[src/hw/rtl/bpgc_pkg.sv]
// Package for the button press gesture classifier.
// Holds register indexes, gesture codes and the threshold rounding function.
// No dependencies.
`default_nettype none

package bpgc_pkg;

  localparam int unsigned CFG_W   = 16;
  localparam int unsigned TIME_W  = 32;
  localparam int unsigned GEST_W  = 3;
  localparam int unsigned ADDR_W  = 2;

  // Configuration register indexes.
  localparam logic [ADDR_W-1:0] REG_WINDOW  = 2'd0;
  localparam logic [ADDR_W-1:0] REG_STANDBY = 2'd1;
  localparam logic [ADDR_W-1:0] REG_LONG    = 2'd2;
  localparam logic [ADDR_W-1:0] REG_SHORT   = 2'd3;

  // Reset values of the registers.
  localparam logic [CFG_W-1:0] WINDOW_RST  = 16'd3000;
  localparam logic [CFG_W-1:0] STANDBY_RST = 16'd2000;
  localparam logic [CFG_W-1:0] LONG_RST    = 16'd1000;
  localparam logic [CFG_W-1:0] SHORT_RST   = 16'd500;

  // Gesture codes.
  localparam logic [GEST_W-1:0] GEST_NONE       = 3'd0;
  localparam logic [GEST_W-1:0] GEST_STANDBY    = 3'd1;
  localparam logic [GEST_W-1:0] GEST_TWO_LONG   = 3'd2;
  localparam logic [GEST_W-1:0] GEST_ONE_LONG   = 3'd3;
  localparam logic [GEST_W-1:0] GEST_SHORT_LONG = 3'd4;
  localparam logic [GEST_W-1:0] GEST_TWO_SHORT  = 3'd5;

  // Rounding granularity of lengths and the shortest length counted as nonzero.
  localparam logic [TIME_W-1:0] LEN_STEP = 32'd100;

  typedef logic [CFG_W:0] thr_t;

  // Lengths are compared as if rounded down to 100 ms. A rounded length
  // reaches a threshold t exactly when the raw length reaches t rounded up
  // to a multiple of 100. The divide by 100 uses the reciprocal 83887/2^23,
  // which is exact for every operand below 91180.
  function automatic thr_t round_up_100(input logic [CFG_W-1:0] t);
    logic [CFG_W:0]   biased;
    logic [33:0]      prod;
    logic [CFG_W:0]   quo;
    begin
      biased = {1'b0, t} + 17'd99;
      prod   = {17'd0, biased} * 34'd83887;
      quo    = {7'd0, prod[32:23]};
      round_up_100 = thr_t'((quo << 6) + (quo << 5) + (quo << 2));
    end
  endfunction

endpackage

`default_nettype wire

[src/hw/rtl/button_press_gesture_classifier_unit.sv]
// Top level of the button press gesture classifier.
// Depends on bpgc_pkg for codes, reset values and threshold rounding.
`default_nettype none

// Takes one polled button sample per request (pin level, millisecond time)
// and returns exactly one result per sample: whether the sample ended a
// press, the raw press length, and a gesture code when the classification
// window after the first press of a cycle has run out. The result of each
// sample is registered when the sample is accepted, and a new sample is taken
// every clock while the result side keeps up; the whole update is a
// single compare-and-select stage feeding the result register. Only the
// first two press slots feed the gesture decision, so only those lengths
// are kept; the remaining slots are tracked by the fill count alone.
module button_press_gesture_classifier_unit #(
  parameter int unsigned PRESS_SLOTS = 5
) (
  input  wire                        clk,
  input  wire                        rst_n,
  // Sample channel. tdata: [0] pin_level, [32:1] now_ms, [39:33] zero.
  input  wire                        in_tvalid,
  output logic                       in_tready,
  input  wire  [39:0]                in_tdata,
  // Result channel. tdata: [0] press_done, [32:1] press_ms,
  // [35:33] gesture, [39:36] zero.
  output logic                       out_tvalid,
  input  wire                        out_tready,
  output logic [39:0]                out_tdata,
  // Configuration write port.
  input  wire                        cfg_we,
  input  wire  [bpgc_pkg::ADDR_W-1:0] cfg_addr,
  input  wire  [bpgc_pkg::CFG_W-1:0]  cfg_wdata
);
  import bpgc_pkg::*;

  localparam int unsigned CNT_W = $clog2(PRESS_SLOTS + 1);
  localparam logic [CNT_W-1:0] SLOTS_C = CNT_W'(PRESS_SLOTS);

  logic [CFG_W-1:0]  window_r, standby_r, long_r, short_r;

  logic              was_pressed_r, was_pressed_nxt;
  logic [TIME_W-1:0] press_start_r, press_start_nxt;
  logic [TIME_W-1:0] window_start_r, window_start_nxt;
  logic [CNT_W-1:0]  count_r, count_nxt;
  logic [TIME_W-1:0] len0_r, len0_nxt;
  logic [TIME_W-1:0] len1_r, len1_nxt;

  logic              out_valid_r;
  logic              done_r, done_nxt;
  logic [TIME_W-1:0] press_ms_r, press_ms_nxt;
  logic [GEST_W-1:0] gest_r, gest_nxt;

  logic              in_level;
  logic [TIME_W-1:0] in_now;
  logic              accept;
  logic [TIME_W-1:0] press_len;
  logic [TIME_W-1:0] win_elapsed;
  thr_t              thr_standby, thr_long, thr_short;
  logic              a_standby, a_long, a_short, b_long, b_short, b_empty;

  assign in_level  = in_tdata[0];
  assign in_now    = in_tdata[32:1];
  assign in_tready = !out_valid_r || out_tready;
  assign accept    = in_tvalid && in_tready;

  assign press_len   = in_now - press_start_r;
  assign win_elapsed = in_now - window_start_r;

  assign thr_standby = round_up_100(standby_r);
  assign thr_long    = round_up_100(long_r);
  assign thr_short   = round_up_100(short_r);

  always_comb begin
    was_pressed_nxt  = was_pressed_r;
    press_start_nxt  = press_start_r;
    window_start_nxt = window_start_r;
    count_nxt        = count_r;
    len0_nxt         = len0_r;
    len1_nxt         = len1_r;
    done_nxt         = 1'b0;
    press_ms_nxt     = '0;
    gest_nxt         = GEST_NONE;

    if (!in_level) begin
      was_pressed_nxt = 1'b1;
    end else begin
      if (was_pressed_r) begin
        done_nxt     = 1'b1;
        press_ms_nxt = press_len;
        if (count_r < SLOTS_C) begin
          if (count_r == CNT_W'(0)) begin
            len0_nxt = press_len;
          end
          if (count_r == CNT_W'(1)) begin
            len1_nxt = press_len;
          end
          count_nxt = count_r + CNT_W'(1);
        end
        // A full store is dropped at once, before the window test.
        if (count_nxt >= SLOTS_C) begin
          count_nxt = '0;
          len0_nxt  = '0;
          len1_nxt  = '0;
        end
      end
      if (win_elapsed > {{(TIME_W-CFG_W){1'b0}}, window_r}) begin
        if (a_standby) begin
          gest_nxt = GEST_STANDBY;
        end else if (a_long && b_long) begin
          gest_nxt = GEST_TWO_LONG;
        end else if (a_long && b_empty) begin
          gest_nxt = GEST_ONE_LONG;
        end else if (a_short && b_long) begin
          gest_nxt = GEST_SHORT_LONG;
        end else if (a_short && b_short) begin
          gest_nxt = GEST_TWO_SHORT;
        end
        count_nxt = '0;
        len0_nxt  = '0;
        len1_nxt  = '0;
      end
      was_pressed_nxt = 1'b0;
      press_start_nxt = in_now;
      if (count_nxt == CNT_W'(0)) begin
        window_start_nxt = in_now;
      end
    end
  end

  // The decision sees the slots as they stand after this sample's store,
  // which is taken before any clearing by the window test.
  logic [TIME_W-1:0] cls0, cls1;
  always_comb begin
    cls0 = len0_r;
    cls1 = len1_r;
    if (was_pressed_r && (count_r < SLOTS_C)
        && ((count_r + CNT_W'(1)) < SLOTS_C)) begin
      if (count_r == CNT_W'(0)) begin
        cls0 = press_len;
      end
      if (count_r == CNT_W'(1)) begin
        cls1 = press_len;
      end
    end else if (was_pressed_r) begin
      // Store filled up and was cleared.
      cls0 = '0;
      cls1 = '0;
    end
  end

  assign a_standby = cls0 >= {{(TIME_W-CFG_W-1){1'b0}}, thr_standby};
  assign a_long    = cls0 >= {{(TIME_W-CFG_W-1){1'b0}}, thr_long};
  assign a_short   = cls0 >= {{(TIME_W-CFG_W-1){1'b0}}, thr_short};
  assign b_long    = cls1 >= {{(TIME_W-CFG_W-1){1'b0}}, thr_long};
  assign b_short   = cls1 >= {{(TIME_W-CFG_W-1){1'b0}}, thr_short};
  assign b_empty   = cls1 < LEN_STEP;

  always_ff @(posedge clk) begin
    if (!rst_n) begin
      window_r  <= WINDOW_RST;
      standby_r <= STANDBY_RST;
      long_r    <= LONG_RST;
      short_r   <= SHORT_RST;
    end else if (cfg_we) begin
      case (cfg_addr)
        REG_WINDOW:  window_r  <= cfg_wdata;
        REG_STANDBY: standby_r <= cfg_wdata;
        REG_LONG:    long_r    <= cfg_wdata;
        REG_SHORT:   short_r   <= cfg_wdata;
        default: ;
      endcase
    end
  end

  always_ff @(posedge clk) begin
    if (!rst_n) begin
      was_pressed_r  <= 1'b0;
      press_start_r  <= '0;
      window_start_r <= '0;
      count_r        <= '0;
      len0_r         <= '0;
      len1_r         <= '0;
      out_valid_r    <= 1'b0;
    end else begin
      if (accept) begin
        was_pressed_r  <= was_pressed_nxt;
        press_start_r  <= press_start_nxt;
        window_start_r <= window_start_nxt;
        count_r        <= count_nxt;
        len0_r         <= len0_nxt;
        len1_r         <= len1_nxt;
        out_valid_r    <= 1'b1;
      end else if (out_tready) begin
        out_valid_r <= 1'b0;
      end
    end
  end

  always_ff @(posedge clk) begin
    if (accept) begin
      done_r     <= done_nxt;
      press_ms_r <= press_ms_nxt;
      gest_r     <= gest_nxt;
    end
  end

  assign out_tvalid = out_valid_r;
  assign out_tdata  = {4'd0, gest_r, press_ms_r, done_r};

endmodule

`default_nettype wire
[config.mk]
export PLATFORM = sky130hd
export DESIGN_NAME = button_press_gesture_classifier_unit
export DESIGN_NICKNAME = d
export VERILOG_FILES = /design/src/hw/rtl/bpgc_pkg.sv /design/src/hw/rtl/button_press_gesture_classifier_unit.sv
export SDC_FILE = /design/constraint.sdc
export NUM_CORES = 2
export LEC_CHECK = 0
export BUFFER_PORTS_ARGS = -buffer_cell sky130_fd_sc_hd__buf_2
export CAP_MARGIN = 5
export CORE_MARGIN = 2
export CORE_UTILIZATION = 58
export DETAILED_ROUTE_END_ITERATION = 10
export GPL_TIMING_DRIVEN = 0
export PLACE_DENSITY = 0.76
export SLEW_MARGIN = 20
export SYNTH_ARGS = -nofsm -noshare
export SYNTH_HDL_FRONTEND = slang
export SYNTH_SLANG_ARGS = --single-unit
[constraint.sdc]
create_clock -name clk -period 10.3 [get_ports clk]
set_input_delay 1.03 -clock clk [delete_from_list [all_inputs] [get_ports clk]]
set_output_delay 1.03 -clock clk [all_outputs]
set_load 0.02 [all_outputs]
==> flow_metrics.tcl <==
set metrics [dict create \
    pin_count 105 \
    clk_pin_slew_worst_paths_ns 0.07 \
    yosysTopAreaCellShare 0.231 \
    dp_cells 4840 \
    timing.fmax_ghz 0.0913 \
    routed_wl_um 93800 \
    setup_tns_ns -1.93 \
    grt_start_max_net_pins 35 \
    synthDistinctLibCells 89 \
    critPathTopFamily "adder cells" \
    drive_above_1_share 0.140 \
    final_area_um2 39600 \
    pre_cts_slack_ns -3.06 \
    ant_nets 0 \
    yosysWarnings 0 \
    cpPeakStageDelay_ns 0.55 \
    layout_min_cycle_time_ns 10.96 \
    power.density_nw_per_um2 337 \
    synth_common_cells "inv_1, ha_1, nand2_1" \
    hold_class "flop to flop" \
    maxSlewViolCount 0 \
    fin_nets 5257 \
    std_cell_rows 88 \
    grt_pass1_vias 29094 \
    rsz0062_at_grt "yes" \
    power_mw 13.3 \
    overflow 0 \
    p_leak_nw 19.9 \
    worst_pin_slew_ns 1.02 \
    postSynth.asyncResetShare 0 \
    h-tree-depth 1 \
    synth_edf_count 36 \
    ys_seq_area_frac 0.145 \
    netlist_top_cells_area "ha_1, fa_1, dfxtp_1" \
    numClockSinks 229 \
    die_area_um2 60900 \
    place.gp.congestion 0.941 \
    ys_seq_elements 229 \
    start_kind "flop" \
    cp_max_fo 5 \
    fin_ws_ns -0.659 \
    avgSynthCellArea_um2 8.59 \
    worst_path_most_repeated_cell "fa_1" \
    cts.path.max_buffers 3 \
    nFillCells 4374 \
    clk_latency_ns 0.57 \
    io_buffers 92 \
    fin_skew_ns 0.0331 \
    core_um2 58000 \
    cts_buffers 25 \
    track_usage 0.302 \
    die_y_um 247 \
    stdcell_count 5024 \
    vias_per_cell 5.72 \
    yosys.cell_count.top_type "inv_1" \
    hold_viol_final 0 \
    dpl.hpwl_um 70600 \
    grt_pass1_wl_um 148000 \
    end_kind "flop" \
    worst_hold_slack_ns 0.461 \
    post-route-util 0.682 \
    first_iter_violations 2034 \
    timing.slew.headroom 0.319 \
    initial_core_util 0.589 \
    cts_root_buf "clkbuf_16" \
    worstPathRequired_ns 10.60 \
    vias 28746 \
    drc 0 \
    worst-path-buf-inv 7 \
    crit_arrival_ns 11.26 \
    ys_dominant_reg_cell "dfxtp_1" \
    antenna_found_initial 5 \
    syn_to_final_growth_pct 15.7 \
    finalCritPeriodShare 1.06 \
    status "complete, but fails checks" \
    dpl_cell_area_um2 35800 \
    peakVddDrop_v 0.000519 \
    drv_cap 0 \
    cts_tree "done" \
    syn_area_um2 34200 \
    crit_slowest_cell "fa_1" \
    setup-violations-final 3 \
    path_class "flop to flop" \
    yosysTopAreaCell "ha_1" \
    violations "negative setup slack" \
    wl_per_cell_um 18.7 \
    firstDrtPassIters 6 \
    syn_inst 3978 \
    die-width_um 247 \
    postCtsHoldBufs 0 \
]
-- final cells by class --
cell class | count | area [um2] | share of cell area
Multi-Input combinational cell | 2794 | 27500 | 0.696
Sequential cell | 229 | 4970 | 0.126
Inverter | 856 | 3250 | 0.0820
Timing Repair Buffer | 233 | 1600 | 0.0405
Tap cell | 765 | 957 | 0.0242
Clock buffer | 33 | 696 | 0.0176
Buffer | 100 | 463 | 0.0117
Clock inverter | 13 | 103 | 0.00259
Antenna cell | 1 | 2.50 | 0.0000633
-- state kept, by name (all words and copies together) (netlist names) --
name / cells
press_start_r: 32
len0_r: 30
standby_r: 16
press_ms_r: 32
short_r: 16
was_pressed_r: 1
out_tvalid: 1
done_r: 1
len1_r: 30
long_r: 16
count_r: 3
window_start_r: 32
window_r: 16
gest_r: 3
-- power breakdown --
part           switching, mW  internal, mW  total [mW]
Combinational           6.52          4.96        11.5
Clock                  0.418         0.484       0.901
Sequential            0.0263         0.942       0.968
-- cell usage in the layout (no fill, tap or decap), types with 25 or more instances in the layout --
master	n
a21o_1	84
o21ai_0	72
inv_1	822
buf_2	99
nor3_1	28
nand2_1	375
buf_4	135
edfxtp_1	36
xor2_1	60
o21a_1	29
a21boi_0	75
clkbuf_16	25
o22ai_1	81
xnor2_2	38
ha_1	607
nand3_1	57
mux2i_1	39
fa_1	317
clkbuf_1	79
dfxtp_1	183
a21oi_1	109
xnor2_1	114
nand4_1	33
nor2_1	156
o21bai_1	27
-- worst paths after layout --
check,to,cells past startpoint,slack [ns],startpoint
min reg2reg,window_start_r[24],2,0.46,window_start_r[24]
max reg2reg,gest_r[1],48,-0.66,long_r[1]
min,window_start_r[24],2,0.46,window_start_r[24]
max,gest_r[1],48,-0.66,long_r[1]
-- tightest hold or removal path, delay by kind of cell, from the launching register on --
kind,cells,cell delay (ns)
flip-flops,1,0.31
multiplexers,1,0.05
AND/OR/NAND/NOR,1,0.05
-- routing by layer --
layer | part of all wire | global-route usage
met4 | 0.043 | 0.102
met5 | 0.00076 | 0
met1 | 0.41 | 0.381
met2 | 0.49 | 0.534
met3 | 0.060 | 0.0385
-- what timing repair did --
| item | CTS | global route |
|---|---|---|
| pin swaps | 123 | 71 |
| cloned | 0 | 0 |
| endpoints found under the hold margin | 0 | 0 |
| buffers inserted | 111 | 28 |
| endpoints found under the setup margin | 3 | 3 |
| gates resized for setup | 291 | 72 |
-- cell families (layout without fill, tap and decap cells) --
group	Yosys count	after routing	synth area share
and+or+nand+nor	843	843	0.113
DFF	229	229	0.145
adders and majority gates	957	957	0.421
xor gates and xnor gates	256	256	0.0661
AOI/OAI and AO/OA	695	695	0.138
muxes	39	39	0.0114
other	1	5	0.000110
buffers and inverters	958	1235	0.106
No activity file was read; power rests on OpenSTA's default activity.
